===== config.mk =====
export PLATFORM = sky130hd
export DESIGN_NAME = i2c_master_bit_sequencer
export DESIGN_NICKNAME = d
export VERILOG_FILES = /design/src/hdl/i2cbs_pkg.sv /design/src/hdl/i2cbs_action_decode.sv /design/src/hdl/i2c_master_bit_sequencer.sv
export VERILOG_INCLUDE_DIRS = /design/src /design/src/hdl
export SDC_FILE = /design/constraint.sdc
export NUM_CORES = 1
export LEC_CHECK = 0
export CAP_MARGIN = 15
export CORE_MARGIN = 5
export CORE_UTILIZATION = 55
export DETAILED_ROUTE_END_ITERATION = 8
export DONT_BUFFER_PORTS = 1
export PLACE_DENSITY = 0.79
export SLEW_MARGIN = 5
export SYNTH_ARGS = -nofsm -noshare
export SYNTH_HDL_FRONTEND = slang
export SYNTH_SLANG_ARGS = --single-unit

===== constraint.sdc =====
create_clock -name clock -period 5.2 [get_ports clock]
set_input_delay 0.78 -clock clock [delete_from_list [all_inputs] [get_ports clock]]
set_output_delay 0.78 -clock clock [all_outputs]
set_load 0.01 [all_outputs]

===== src/hdl/i2c_master_bit_sequencer_assert.svh =====
// assertion macros for the i2c master bit sequencer
// no dependencies; checks compile away when SYNTHESIS is defined
`ifndef I2C_MASTER_BIT_SEQUENCER_ASSERT_SVH
`define I2C_MASTER_BIT_SEQUENCER_ASSERT_SVH
`ifndef SYNTHESIS
`define I2CBS_ASSERT_SAME(label, clk, rst, ante, cons) \
   label: assert property (@(posedge clk) disable iff (rst) (ante) |-> (cons)) \
      else $error("i2c sequencer check failed");
`define I2CBS_ASSERT_NEXT(label, clk, rst, ante, cons) \
   label: assert property (@(posedge clk) disable iff (rst) (ante) |=> (cons)) \
      else $error("i2c sequencer check failed");
`else
`define I2CBS_ASSERT_SAME(label, clk, rst, ante, cons)
`define I2CBS_ASSERT_NEXT(label, clk, rst, ante, cons)
`endif
`endif


===== src/hdl/i2cbs_pkg.sv =====
// types, command codes and small helper functions of the i2c bit sequencer
// no dependencies
package i2cbs_pkg;

   typedef logic [2:0] mode_type;

   localparam mode_type CMD_NONE     = 3'd0;
   localparam mode_type CMD_START    = 3'd1;
   localparam mode_type CMD_STOP     = 3'd2;
   localparam mode_type CMD_WRITE    = 3'd3;
   localparam mode_type CMD_READ     = 3'd4;
   localparam mode_type CMD_SEND_ACK = 3'd5;
   localparam mode_type CMD_RECV_ACK = 3'd6;

   localparam logic [7:0] MSB_MASK = 8'h80;

   typedef struct packed {
      logic       scl_we;
      logic       scl_val;
      logic       sda_we;
      logic       sda_val;
      logic       rx_we;
      logic [7:0] rx_mask;
      logic       ack_we;
   } action_type;

   function automatic logic [4:0] seq_length(input mode_type cmd);
      logic [4:0] len;
      unique case (cmd)
         CMD_START:    len = 5'd4;
         CMD_STOP:     len = 5'd3;
         CMD_WRITE:    len = 5'd24;
         CMD_READ:     len = 5'd25;
         CMD_SEND_ACK: len = 5'd3;
         CMD_RECV_ACK: len = 5'd4;
         default:      len = 5'd0;
      endcase
      return len;
   endfunction

   // quotient by three, exact for values below 32
   function automatic logic [3:0] div3(input logic [4:0] v);
      logic [8:0] p;
      p = 9'(v) * 9'd11;
      return p[8:5];
   endfunction

   function automatic logic [1:0] mod3(input logic [4:0] v);
      logic [3:0] q;
      logic [4:0] r;
      q = div3(v);
      r = v - {q, 1'b0} - {1'b0, q};
      return r[1:0];
   endfunction

endpackage


===== src/hdl/i2cbs_action_decode.sv =====
// decodes the pin action for one command and action index
// depends on i2cbs_pkg
module i2cbs_action_decode (
   input  i2cbs_pkg::mode_type   cmd,
   input  logic [4:0]            idx,
   input  logic [7:0]            tx_shift,
   input  logic                  ack_out,
   output i2cbs_pkg::action_type act
);
   import i2cbs_pkg::*;

   logic [4:0] rd_idx;
   logic [2:0] wr_bit;
   logic [1:0] wr_phase;
   logic [2:0] rd_bit;
   logic [1:0] rd_phase;

   assign rd_idx   = idx - 5'd1;
   assign wr_bit   = 3'(div3(idx));
   assign wr_phase = mod3(idx);
   assign rd_bit   = 3'(div3(rd_idx));
   assign rd_phase = mod3(rd_idx);

   always_comb begin
      act = '0;
      unique case (cmd)
         CMD_START: begin
            case (idx)
               5'd0:    begin act.sda_we = 1'b1; act.sda_val = 1'b1; end
               5'd1:    begin act.scl_we = 1'b1; act.scl_val = 1'b1; end
               5'd2:    begin act.sda_we = 1'b1; act.sda_val = 1'b0; end
               default: begin act.scl_we = 1'b1; act.scl_val = 1'b0; end
            endcase
         end
         CMD_STOP: begin
            case (idx)
               5'd0:    begin act.sda_we = 1'b1; act.sda_val = 1'b0; end
               5'd1:    begin act.scl_we = 1'b1; act.scl_val = 1'b1; end
               default: begin act.sda_we = 1'b1; act.sda_val = 1'b1; end
            endcase
         end
         CMD_WRITE: begin
            case (wr_phase)
               2'd0: begin
                  act.sda_we  = 1'b1;
                  act.sda_val = tx_shift[3'd7 - wr_bit];
               end
               2'd1:    begin act.scl_we = 1'b1; act.scl_val = 1'b1; end
               default: begin act.scl_we = 1'b1; act.scl_val = 1'b0; end
            endcase
         end
         CMD_READ: begin
            if (idx == 5'd0) begin
               act.sda_we  = 1'b1;
               act.sda_val = 1'b1;
            end else begin
               case (rd_phase)
                  2'd0: begin act.scl_we = 1'b1; act.scl_val = 1'b1; end
                  2'd1: begin
                     act.rx_we   = 1'b1;
                     act.rx_mask = MSB_MASK >> rd_bit;
                  end
                  default: begin act.scl_we = 1'b1; act.scl_val = 1'b0; end
               endcase
            end
         end
         CMD_SEND_ACK: begin
            case (idx)
               5'd0:    begin act.sda_we = 1'b1; act.sda_val = ack_out; end
               5'd1:    begin act.scl_we = 1'b1; act.scl_val = 1'b1; end
               default: begin act.scl_we = 1'b1; act.scl_val = 1'b0; end
            endcase
         end
         CMD_RECV_ACK: begin
            case (idx)
               5'd0:    begin act.sda_we = 1'b1; act.sda_val = 1'b1; end
               5'd1:    begin act.scl_we = 1'b1; act.scl_val = 1'b1; end
               5'd2:    act.ack_we = 1'b1;
               default: begin act.scl_we = 1'b1; act.scl_val = 1'b0; end
            endcase
         end
         default: act = '0;
      endcase
   end

endmodule


===== src/hdl/i2c_master_bit_sequencer.sv =====
// Byte-level I2C master stepped by one timebase tick per request. Every request
// is taken in the cycle it is offered unless the result register is full and
// stalled, so the block sustains one tick per clock; the result of a tick
// appears in the result register in the cycle after acceptance. The pin levels,
// busy/done flags and received data are computed by a single combinational
// pass over the sequencer state and the request; only that one result
// register stands between the two channels. csr_write_data sets how many
// ticks each pin action is held (zero acts as one) and may only be written
// while no command runs.
// depends on i2cbs_pkg, i2cbs_action_decode and i2c_master_bit_sequencer_assert.svh
`include "i2c_master_bit_sequencer_assert.svh"

module i2c_master_bit_sequencer (
   input  logic                 clock,
   input  logic                 reset,
   input  logic                 req_valid,
   output logic                 req_stall,
   input  i2cbs_pkg::mode_type  req_mode,
   input  logic [7:0]           req_tx_byte,
   input  logic                 req_ack_out,
   input  logic                 req_sda_in,
   output logic                 rsp_valid,
   input  logic                 rsp_stall,
   output logic                 rsp_scl_level,
   output logic                 rsp_sda_level,
   output logic                 rsp_busy_res,
   output logic                 rsp_done_res,
   output logic [7:0]           rsp_rx_byte,
   output logic                 rsp_rx_ack,
   input  logic                 csr_write_en,
   input  logic [15:0]          csr_write_data
);
   import i2cbs_pkg::*;

   logic [15:0] hold_ff;
   logic        scl_ff, scl_in;
   logic        sda_ff, sda_in;
   mode_type    cmd_ff, cmd_in;
   logic [4:0]  idx_ff, idx_in;
   logic [15:0] tick_ff, tick_in;
   logic [7:0]  tx_ff, tx_in;
   logic [7:0]  rx_ff, rx_in;
   logic        ack_ff, ack_in;

   logic        rsp_valid_ff;
   logic        busy_ff, busy_in;
   logic        done_ff, done_in;

   logic        accept;
   logic        cmd_start;
   mode_type    cmd_eff;
   logic [4:0]  idx_eff;
   logic [15:0] tick_eff;
   logic [15:0] tick_inc;
   logic [15:0] hold;
   logic [4:0]  idx_inc;
   action_type  act;

   assign req_stall = rsp_valid_ff & rsp_stall;
   assign accept    = req_valid & ~req_stall;
   assign hold      = (hold_ff == 16'd0) ? 16'd1 : hold_ff;

   assign cmd_start = (cmd_ff == CMD_NONE) && (req_mode != CMD_NONE) && (req_mode <= CMD_RECV_ACK);
   assign cmd_eff   = cmd_start ? req_mode : cmd_ff;
   assign idx_eff   = cmd_start ? 5'd0 : idx_ff;
   assign tick_eff  = cmd_start ? 16'd0 : tick_ff;

   i2cbs_action_decode u_decode (
      .cmd      (cmd_eff),
      .idx      (idx_eff),
      .tx_shift (tx_in),
      .ack_out  (req_ack_out),
      .act      (act)
   );

   always_comb begin
      tx_in    = (cmd_start && req_mode == CMD_WRITE) ? req_tx_byte : tx_ff;
      rx_in    = (cmd_start && req_mode == CMD_READ) ? 8'd0 : rx_ff;
      scl_in   = scl_ff;
      sda_in   = sda_ff;
      ack_in   = ack_ff;
      cmd_in   = cmd_eff;
      idx_in   = idx_eff;
      tick_in  = tick_eff;
      busy_in  = 1'b0;
      done_in  = 1'b0;
      tick_inc = tick_eff + 16'd1;
      idx_inc  = idx_eff + 5'd1;
      if (cmd_eff != CMD_NONE) begin
         busy_in = 1'b1;
         if (tick_eff == 16'd0) begin
            if (act.scl_we) scl_in = act.scl_val;
            if (act.sda_we) sda_in = act.sda_val;
            if (act.rx_we && req_sda_in) rx_in = rx_in | act.rx_mask;
            if (act.ack_we) ack_in = req_sda_in;
         end
         tick_in = tick_inc;
         if (tick_inc >= hold || tick_inc == 16'd0) begin
            tick_in = 16'd0;
            idx_in  = idx_inc;
            if (idx_inc >= seq_length(cmd_eff)) begin
               done_in = 1'b1;
               cmd_in  = CMD_NONE;
               idx_in  = 5'd0;
            end
         end
      end
   end

   always_ff @(posedge clock) begin
      if (reset) begin
         hold_ff      <= 16'd10;
         scl_ff       <= 1'b1;
         sda_ff       <= 1'b1;
         cmd_ff       <= CMD_NONE;
         idx_ff       <= 5'd0;
         tick_ff      <= 16'd0;
         tx_ff        <= 8'd0;
         rx_ff        <= 8'd0;
         ack_ff       <= 1'b0;
         rsp_valid_ff <= 1'b0;
      end else begin
         if (csr_write_en) begin
            hold_ff <= csr_write_data;
         end
         if (accept) begin
            scl_ff  <= scl_in;
            sda_ff  <= sda_in;
            cmd_ff  <= cmd_in;
            idx_ff  <= idx_in;
            tick_ff <= tick_in;
            tx_ff   <= tx_in;
            rx_ff   <= rx_in;
            ack_ff  <= ack_in;
            rsp_valid_ff <= 1'b1;
         end else if (!rsp_stall) begin
            rsp_valid_ff <= 1'b0;
         end
      end
   end

   always_ff @(posedge clock) begin
      if (accept) begin
         busy_ff <= busy_in;
         done_ff <= done_in;
      end
   end

   assign rsp_valid     = rsp_valid_ff;
   assign rsp_scl_level = scl_ff;
   assign rsp_sda_level = sda_ff;
   assign rsp_busy_res  = busy_ff;
   assign rsp_done_res  = done_ff;
   assign rsp_rx_byte   = rx_ff;
   assign rsp_rx_ack    = ack_ff;

   // idle sequencer holds cleared counters
   `I2CBS_ASSERT_SAME(a_idle_clear, clock, reset, cmd_ff == CMD_NONE, idx_ff == 5'd0 && tick_ff == 16'd0)
   // running sequencer stays inside its action list
   `I2CBS_ASSERT_SAME(a_idx_range, clock, reset, cmd_ff != CMD_NONE, idx_ff < seq_length(cmd_ff))
   // finishing tick returns to idle
   `I2CBS_ASSERT_NEXT(a_done_idle, clock, reset, accept && done_in, cmd_ff == CMD_NONE)
   // a shown done result is also busy
   `I2CBS_ASSERT_SAME(a_done_busy, clock, reset, rsp_valid_ff && done_ff, busy_ff)

endmodule


Word level (Yosys, flattened, before mapping). Cells that the tools add are included.

Eq/ne operators: 13. $add $sub $neg: 8. Divide/modulo/power cells: 0. Bitwise logic cells: 4. Multipliers: 2. Order comparisons: 4. Reductions and logical operators: 22. Multiplexer cells: 43. Shift-type cells: 1.

Operators with widths (number): 16-bit 2-to-1 mux (4); 16-bit logical NOT (3); 8-bit 2-to-1 mux (5); 5-bit 2-to-1 mux (6); 9-bit 2-to-1 mux (3); 2-bit one-hot mux with 2 select lines (6); 4-bit one-hot mux with 6 select lines (1); 5-bit one-hot mux with 4 select lines (1); 16-bit by 1-bit adder with 16-bit output (second input constant) (1); 16-bit >= comparator (1); 5-bit by 4-bit multiplier with 8-bit output (second input constant) (2); 3-bit equality test (second input constant) (4); 3-bit 2-to-1 mux (4); 4-bit AND reduction (3); 2-bit 2-to-1 mux (5); 3-bit by 2-bit equality test with 1-bit output (second input constant) (3); 8-bit OR (1); 8-bit by 3-bit >> shifter with 8-bit output (first input constant) (1); 2-bit subtractor (4); 1-bit 2-to-1 mux (7); 3-bit nonzero test (2); 2-bit OR reduction (3); 5-bit by 1-bit adder with 5-bit output (second input constant) (1); 5-bit by 1-bit equality test with 1-bit output (second input constant) (1); 18 further kinds (25).

Bits in latches: 0. ROM bits: 0. Output and inout port bits: 15. Word-level logic and storage cells: 109. Register bits after elaboration: 62. Memories kept: 0. Input bits: 34. Memory bits (writable): 0.

Logic depth before layout (Yosys ltp). Gate-level depths: netlist of run 1.

Depth in word-level cells: 16. Gate-level depth with buffers: 27. Gate-level depth less buffers: 25.

Modules after synthesis. Synthesis of run 1 repeated with hierarchy kept, for this count alone.

Cells, all modules: 670. Area, all modules: 5251.3 sq um.

By module, submodules not included: i2c_master_bit_sequencer (sequential area each 1261.2 sq um, area each 4080.2 sq um, instances 1, cells each 522); i2cbs_action_decode (sequential area each 0.0 sq um, area each 1171.1 sq um, instances 1, cells each 148).

Least setup slack after synthesis of run 1. Ideal clock, no wire load.

Kind: input to register. From: in req_mode[2]. To: reg scl_ff, in the netlist rsp_scl_level. Data arrival time: 5520 ps. Slack: -448 ps. Cell stages on the path: 27. Setup time: 128 ps. Path buffers: 3. Data required time: 5072 ps. Cell sequence: buf_2 > and3_4 > or3_1 > buf_4 > nand2_1 > ha_1 > buf_1 > and3_1 > a211oi_1 > a21oi_1 > inv_1 > fa_1 > inv_1 > ha_1 > a21oi_1 > nor2b_1 > nor2_1 > xnor2_1 > ha_1 > xnor2_1 > xnor2_1 > o21ai_0 > a21oi_1 > nor3_1 > nor4_1 > o21ai_0 > mux2i_1.

Cells in the longest elaborated chain, start to end: 13. Elaborated cells on any way between the ends: 38. Those cells by class: 5 x add/sub; 2 x mul; 1 x order compare; 10 x eq/ne; 10 x mux; 10 x reduce/logical.

RTL lines: from (decl) (line i2c_master_bit_sequencer.sv:18) `input i2cbs_pkg::mode_type req_mode,`; branches (longest 13 deep; another with 5-bit by 4-bit multiplier with 8-bit output); to (signal assigned) (line i2c_master_bit_sequencer.sv:127) `scl_ff <= scl_in;`; to (decl) (line i2c_master_bit_sequencer.sv:36) `logic scl_ff, scl_in;`.

Parallel ways; which one is timed is not known. A chain may end at the register's enable or synchronous reset.

Worst setup path in the final report of run 1.
From: reg cmd_ff[0]. To: reg scl_ff, in the netlist rsp_scl_level.

Cells in the longest elaborated chain, start to end: 13. Elaborated cells on any way between the ends: 37. Those cells by class: 5 x add/sub; 2 x mul; 10 x eq/ne; 10 x mux; 10 x reduce/logical.

RTL lines: from (decl) (line i2c_master_bit_sequencer.sv:38) `mode_type cmd_ff, cmd_in;`; from (signal assigned) (line i2c_master_bit_sequencer.sv:129) `cmd_ff <= cmd_in;`; 3-bit logical NOT (line i2c_master_bit_sequencer.sv:63) `assign cmd_start = (cmd_ff == CMD_NONE) && (req_mode != CMD_NONE) && (req_mode <= CMD_RECV_ACK);`; 1-bit logical AND (2 in a row) (line i2c_master_bit_sequencer.sv:63); 5-bit 2-to-1 mux (line i2c_master_bit_sequencer.sv:65) `assign idx_eff = cmd_start ? 5'd0 : idx_ff;`; 5-bit by 1-bit subtractor with 5-bit output (line i2cbs_action_decode.sv:18) `assign rd_idx = idx - 5'd1;`; 5-bit by 4-bit multiplier with 8-bit output; 2-bit subtractor (2 in a row) (line i2cbs_pkg.sv:52) `r = v - {q, 1'b0} - {1'b0, q};`; 2-bit by 1-bit equality test with 1-bit output / 2-bit logical NOT (equally long branches) (line i2cbs_action_decode.sv:57) `case (rd_phase)`; 2-bit one-hot mux with 2 select lines (line i2cbs_action_decode.sv:57); 2-bit 2-to-1 mux (line i2cbs_action_decode.sv:53) `if (idx == 5'd0) begin`; 4-bit one-hot mux with 6 select lines (line i2cbs_action_decode.sv:26) `unique case (cmd)`; 4-bit AND reduction (no line).

Several ways; a longest one is shown, not always the timed one.

==> results of run 1 <==
layer usage:
| layer | GRT usage | part of all wire | vias to the layer above |
|---|---|---|---|
| met5 | 0 | 0 | - |
| met4 | 0.05735 | 0.018 | 0 |
| met3 | 0.04469 | 0.080 | 27 |
| met2 | 0.3529 | 0.46 | 186 |
| met1 | 0.3000 | 0.44 | 2103 |
| li1 | - | - | 2188 |
critical path: stages, from the launching register on:
cell      delay [ps]
dfxtp_4          360
or3_4            410
buf_6            150
o31ai_4          310
buf_6            160
ha_4             180
and3_4           200
a211oi_2          40
a21oi_2          130
inv_1             70
fa_1             510
inv_1             70
ha_4             230
a21oi_4          140
nor2b_1           80
nor2_2           170
xnor2_2          150
ha_1             280
xnor2_2          160
xnor2_2          180
o21ai_2           80
a21oi_2          190
nor3_1            70
nor4_1           300
o21ai_1          120
mux2i_1          130
state kept, by name, indices dropped and copies added, names as in the netlist:
register       cells
idx_ff             5
rsp_busy_res       1
rsp_done_res       1
rsp_sda_level      1
rsp_scl_level      1
rsp_rx_ack         1
cmd_ff             3
rsp_valid          1
rsp_rx_byte        8
tick_ff           16
tx_ff              8
hold_ff           16
cells in the final DEF, fill, tap and decap left out, drive strengths merged, types with 6 or more instances in the layout:
cell / synthesis / layout
a211oi: 7 / 7
a21o: 10 / 10
a21oi: 28 / 28
a31oi: 6 / 6
a32oi: 8 / 8
and2: 7 / 7
and3: 6 / 6
buf: 16 / 42
clkbuf: 13 / 9
dfxtp: 60 / 60
ha: 60 / 60
inv: 47 / 50
mux2i: 27 / 27
nand2: 50 / 50
nand3: 15 / 15
nand4: 12 / 12
nor2: 67 / 67
nor3: 16 / 16
nor4: 11 / 11
o21ai: 31 / 31
o31ai: 8 / 8
or3: 8 / 8
xnor2: 21 / 21
xor2: 9 / 9
synthesized netlist by cell type, drive strengths merged, types with 9 or more instances:
library cell	number
buf	16
o21ai	31
xnor2	21
a21oi	28
nand4	12
dfxtp	60
nor2	67
nor4	11
xor2	9
nand3	15
a21o	10
nand2	50
nor3	16
clkbuf	13
inv	47
ha	60
mux2i	27
worst max-delay path by stage:
stage | from | end | depth (start not counted)
2_1_floorplan | req_mode[2] | rsp_scl_level | 26
3_3_place_gp | req_mode[0] | rsp_scl_level | 25
4_1_cts | cmd_ff[0] | rsp_scl_level | 25
6_report | cmd_ff[0] | rsp_scl_level | 25
3_5_place_dp | req_mode[0] | rsp_scl_level | 25
5_1_grt | cmd_ff[0] | rsp_scl_level | 25
cell families after synthesis:
group,synth area share
AND/OR/NAND/NOR,0.2168
flip-flops,0.2580
XOR/XNOR,0.05375
multiplexers,0.07448
AO/OA/AOI/OAI,0.1725
buffers and inverters,0.06271
adder cells (fa/ha/maj),0.1618
stage by stage:
stage	hold slack (ps)	instances	power, mW	cell area (um^2)	util
floorplan	451.7	597	0.7978	4979	-
global placement	465.9	708	0.8689	5200	0.5992
detailed placement	479.6	708	0.8840	5200	0.5992
CTS	497.1	724	1.275	5385	0.6205
global route	505.0	734	1.420	5598	0.6450
finish	495.4	734	1.346	5598	0.6450
what timing repair did:
action	4_1_cts	5_1_grt
gates resized for setup	1	22
setup buffers	0	10
endpoints found under the setup margin	1	9
pin swaps	1	18
cell type report:
cell class	instances	area [um^2]
repair buffers	42	322.8
flip-flops and latches	62	1265
well taps	108	135.1
multi-input cells	459	3518
inverters	47	176.4
clock buffers	9	123.9
fillers	725	3080
clock inverters	7	56.30
report_power, final:
group	internal (mW)	total (mW)	switching (mW)	leakage [nW]
registers	0.493	0.510	0.0165	0.508
clock network	0.178	0.391	0.213	0.0906
logic	0.202	0.444	0.242	1.85
==> impl_metrics.ini, run 1 <==
[hold_path]
hold_start = tx_ff[7]
hold_depth = 2
hold_path_end = tx_ff[7]
hold_path.class = flip-flop to flip-flop

[synth]
yosys_most_used_dff = dfxtp_1
synth_seq_area_share = 0.2580
synth_edf_count = 2
avgSynthCellArea_um2 = 8.188
synth_cell_type_count = 64
ys_async_sr_fraction = 0
syn_area_mm2 = 0.004888
synth_cells = 597
syn_nets = 693
ys_top_cells_by_area = dfxtp_1 (25%), ha_1 (15%), mux2i_1 (5.5%), nor2_1 (5.1%), nand2_1 (3.8%)
synth_warnings = 0
synth_top_area_share = 0.2457
synth_top_area_cell = dfxtp_1
synth-seq-cells = 62

[detailed_routing]
via_per_inst = 6.136
detail_route.drc_violations = 0
wl_um = 12790
wl_per_cell_um = 17.43
ant_nets = 0
drt_iter0_drc = 301
dr.pass1.iters = 5
via_count = 4504

[place]
hpwlAfterDp_um = 9433
dpl_worst_slack_ps = -178.7
port_buffers = 0
gp_congestion = 0.9330

[floorplan]
io-pin-count = 49
rows = 34
dieHeight_um = 104.3
initial_core_util = 0.5633
die_area_mm2 = 0.01087
die_w_um = 104.3
core_mm2 = 0.008678

[sta]
final-hold-violation-count = 0
tightest_slew_ps = 1079
min_period_ps = 4978
fmax_ghz = 0.2009
relSlewSlack = 0.2749
setup_violations = 0
slew_viol_final = 0
setup_tns_ps = 0
finalClockSkew_ps = 14.26
period_share = 0.9573
setup_ws_ps = 222.2

[layout]
nets = 717
diodes = 0
area_delta_synth_final_pct = 14.51
drive_above_1_share = 0.1581

[clock_tree]
clk_latency_ps = 340
cts_root_buf = clkbuf_8
cts_tree = yes
cts_buffer_depth = 2
clock_sinks = 62
clkTransAtPathRegs_ps = 80
postCtsHoldBufs = 0
htree_levels = 3
cts_buffers = 9

[pwr]
ir_worst_vdd_v = 0.0001894
p_per_area_mw_per_mm2 = 240.4
leakagePower_nw = 2.446

[setup_path]
path_max_fanout = 4
start_kind = flip-flop
rrSetupSlack_ps = 220
reg2reg_from = cmd_ff[0]
worstPathRequired_ps = 5420
cp-end-kind = flip-flop
r2r_end = rsp_scl_level
critical_path_class = flip-flop to flip-flop
arrival_ps = 5200
worstRegToRegCells = 25

[global_routing]
grt-ovfl-total = 0
grt_pass1_vias = 4247
grt_use_total = 0.2197
antenna_found_initial = 0
grt_pass1_wl_um = 20240
grt_max_degree = 49

[run]
drv_cap = 0

[status]
status = finished, final reports clean
No activity file was read; power rests on OpenSTA's default activity.
==> inputs of run 2 (changes only) <==
- ABC_AREA: default -> 1
- PLACE_DENSITY: 0.79 -> 0.77
==> run 2 against run 1 <==
- flip-flop and latch count unchanged
- critical path depth increased by 4
- via count increased by 10%
- routed wire length increased by 3.1%
- total power increased by 43%
- critical endpoint unchanged
- highest routed layer unchanged
==> impl_metrics.ini, run 2 <==
[synth]
ys_async_sr_fraction = 0
synth_warnings = 0
synth_most_common_cell = nand2_1
synth_cell_type_count = 43
ys_top_cells_by_area = dfxtp_1 (23%), ha_1 (14%), nand2_1 (12%), inv_1 (8.4%), a21oi_1 (7.7%)
syn_nets = 857
avgSynthCellArea_um2 = 6.805
synth_cells = 761
synth_top_area_share = 0.2319
synth_edf_count = 2
synth-seq-cells = 62
synth_seq_area_share = 0.2435
yosys_most_used_dff = dfxtp_1
synth_top_area_cell = dfxtp_1
syn_area_mm2 = 0.005179
synth_common_cells = nand2_1 (165), inv_1 (116), a21oi_1 (80), dfxtp_1 (60), ha_1 (60)

[sta]
period_share = 0.9401
min_period_ps = 4888
setup_tns_ps = 0
relSlewSlack = 0.3132
final-hold-violation-count = 0
tightest_slew_ps = 1029
finalClockSkew_ps = 11.18
setup_violations = 0
slew_viol_final = 0
fin_hold_ws_ps = 470.9
rsz0062_at_grt = no
fmax_ghz = 0.2046

[global_routing]
grt-ovfl-total = 0
use_met3 = 0.05358
met1_usage = 0.2781
grt_max_degree = 41
met2_usage = 0.4039
grt_use_total = 0.2296
grt_pass1_vias = 4714
antenna_found_initial = 0
grt_pass1_wl_um = 21450
busiest_layer = met2

[layout]
n_fill_cell = 870
seq_area_mm2 = 0.001261
final_cell_area_mm2 = 0.005564
top_regs = hold_ff: 16 flops, tick_ff: 16 flops
finalNonFillerCells = 885
fin_util = 0.6050
multiInputGateArea_mm2 = 0.003369
nets = 865
diodes = 0
final_cell_mix = nand2_1 (162), inv_1 (116), a21oi_1 (79)
layout_commonest_cell = nand2_1
area_delta_synth_final_pct = 7.441
drive_above_1_share = 0.09819

[place]
hpwlAfterDp_um = 10050
dp.cells = 867
gp_congestion = 0.9799
placed_area_mm2 = 0.005325
port_buffers = 0

[clock_tree]
cts_buffer_depth = 2
clock_sinks = 62
clkTransAtPathRegs_ps = 70
clk_latency_ps = 350
postCtsHoldBufs = 0
cts_buffers = 9
htree_levels = 3
cts_tree = yes
cts_root_buf = clkbuf_8

[pwr]
pwr-share-seq = 0.280
p_comb_frac = 0.503
switchingPower_mw = 0.8290
internal_power_mw = 1.093
ir_worst_vdd_v = 0.0004151
leakagePower_nw = 2.936
p_per_area_mw_per_mm2 = 345.4
switching_share = 0.4313
pwr-share-clk = 0.217

[detailed_routing]
ant_nets = 0
via_per_inst = 5.597
dr.pass1.iters = 5
via_count = 4953
wl_um = 13180
detail_route.drc_violations = 0
drt_iter0_drc = 317
wl_per_cell_um = 14.90

[floorplan]
die_area_mm2 = 0.01146
core_mm2 = 0.009196
die_w_um = 107.0
io-pin-count = 49
initial_core_util = 0.5631
rows = 35
dieHeight_um = 107.0

[setup_path]
critical_path_class = input pin to flip-flop
crit_top_cell = nand2_1
path_max_fanout = 7
rrSetupSlack_ps = 350
arrival_ps = 5090
critPathSlowestCell = fa_1
start_kind = input pin
slowest_delay_ps = 510
worstPathRequired_ps = 5400
cp-end-kind = flip-flop

[run]
drv_cap = 0

[hold_path]
hold_path.class = flip-flop to flip-flop

[status]
status = finished, final reports clean
run 2: cell types whose count changed after synthesis, sizes merged, moves of 11 or more:
cell,before,now
xnor2,21,5
nand2,50,174
nand3,15,58
inv,47,123
o21ai,31,52
mux2i,27,0
nor3,16,3
nor2,67,56
a21oi,28,80
run 2: final timing paths:
kind                                  start            end  cells past startpoint
worst max-delay path            req_mode[0]  rsp_scl_level                     29
worst min-delay path              cmd_ff[2]      cmd_ff[2]                      2
worst max register to register    cmd_ff[0]  rsp_scl_level                     32
worst min register to register    cmd_ff[2]      cmd_ff[2]                      2
run 2: repair_timing:
action                                  in CTS  in global routing
resized for setup                            0                  9
endpoints found under the setup margin       0                  9
buffers inserted                             0                  2
run 2: worst max-delay path, delay by kind of cell:
family,cells,cell delay (ps)
fa+ha+maj,5,1620
simple gates,15,1550
compound gates,3,520
xor+xnor,3,470
buf+inv,3,150
run 2: area by class of cell:
class / instances / area share
Inverter: 123 / 0.08343
Clock inverter: 2 / 0.002698
Timing Repair Buffer: 19 / 0.02564
Clock buffer: 14 / 0.03103
Sequential cell: 62 / 0.2267
Tap cell: 111 / 0.02496
Multi-Input combinational cell: 554 / 0.6056
run 2: per-layer routing:
metal | vias to the layer above | share of wire
met5 | - | 0
met4 | 0 | 0.023
met3 | 21 | 0.068
met2 | 159 | 0.49
met1 | 2257 | 0.42
li1 | 2516 | -
run 2: power groups by stage:
stage               clock network, mW  logic, mW  registers [mW]
floorplan                           0      0.722           0.542
global placement                    0      0.874           0.549
detailed placement                  0      0.899           0.549
CTS                             0.423      0.906           0.539
global route                    0.442       1.07           0.543
finish                          0.417      0.966           0.539
run 2: logic make-up (layout without fill, tap and decap cells):
kind of cell	Yosys count	after routing	synth area share
AO/OA/AOI/OAI	147	147	0.1491
XOR/XNOR	23	23	0.04615
adder cells (fa/ha/maj)	62	62	0.1527
buffers and inverters	145	158	0.1143
flip-flops	62	62	0.2435
AND/OR/NAND/NOR	322	322	0.2943
run 2: metrics by stage:
stage | setup WS [ps] | power [mW]
5_1_grt | 3.932 | 2.058
6_report | 311.6 | 1.922
3_5_place_dp | -166.3 | 1.449
2_1_floorplan | 11.43 | 1.264
4_1_cts | 160.5 | 1.868
3_3_place_gp | 46.48 | 1.423
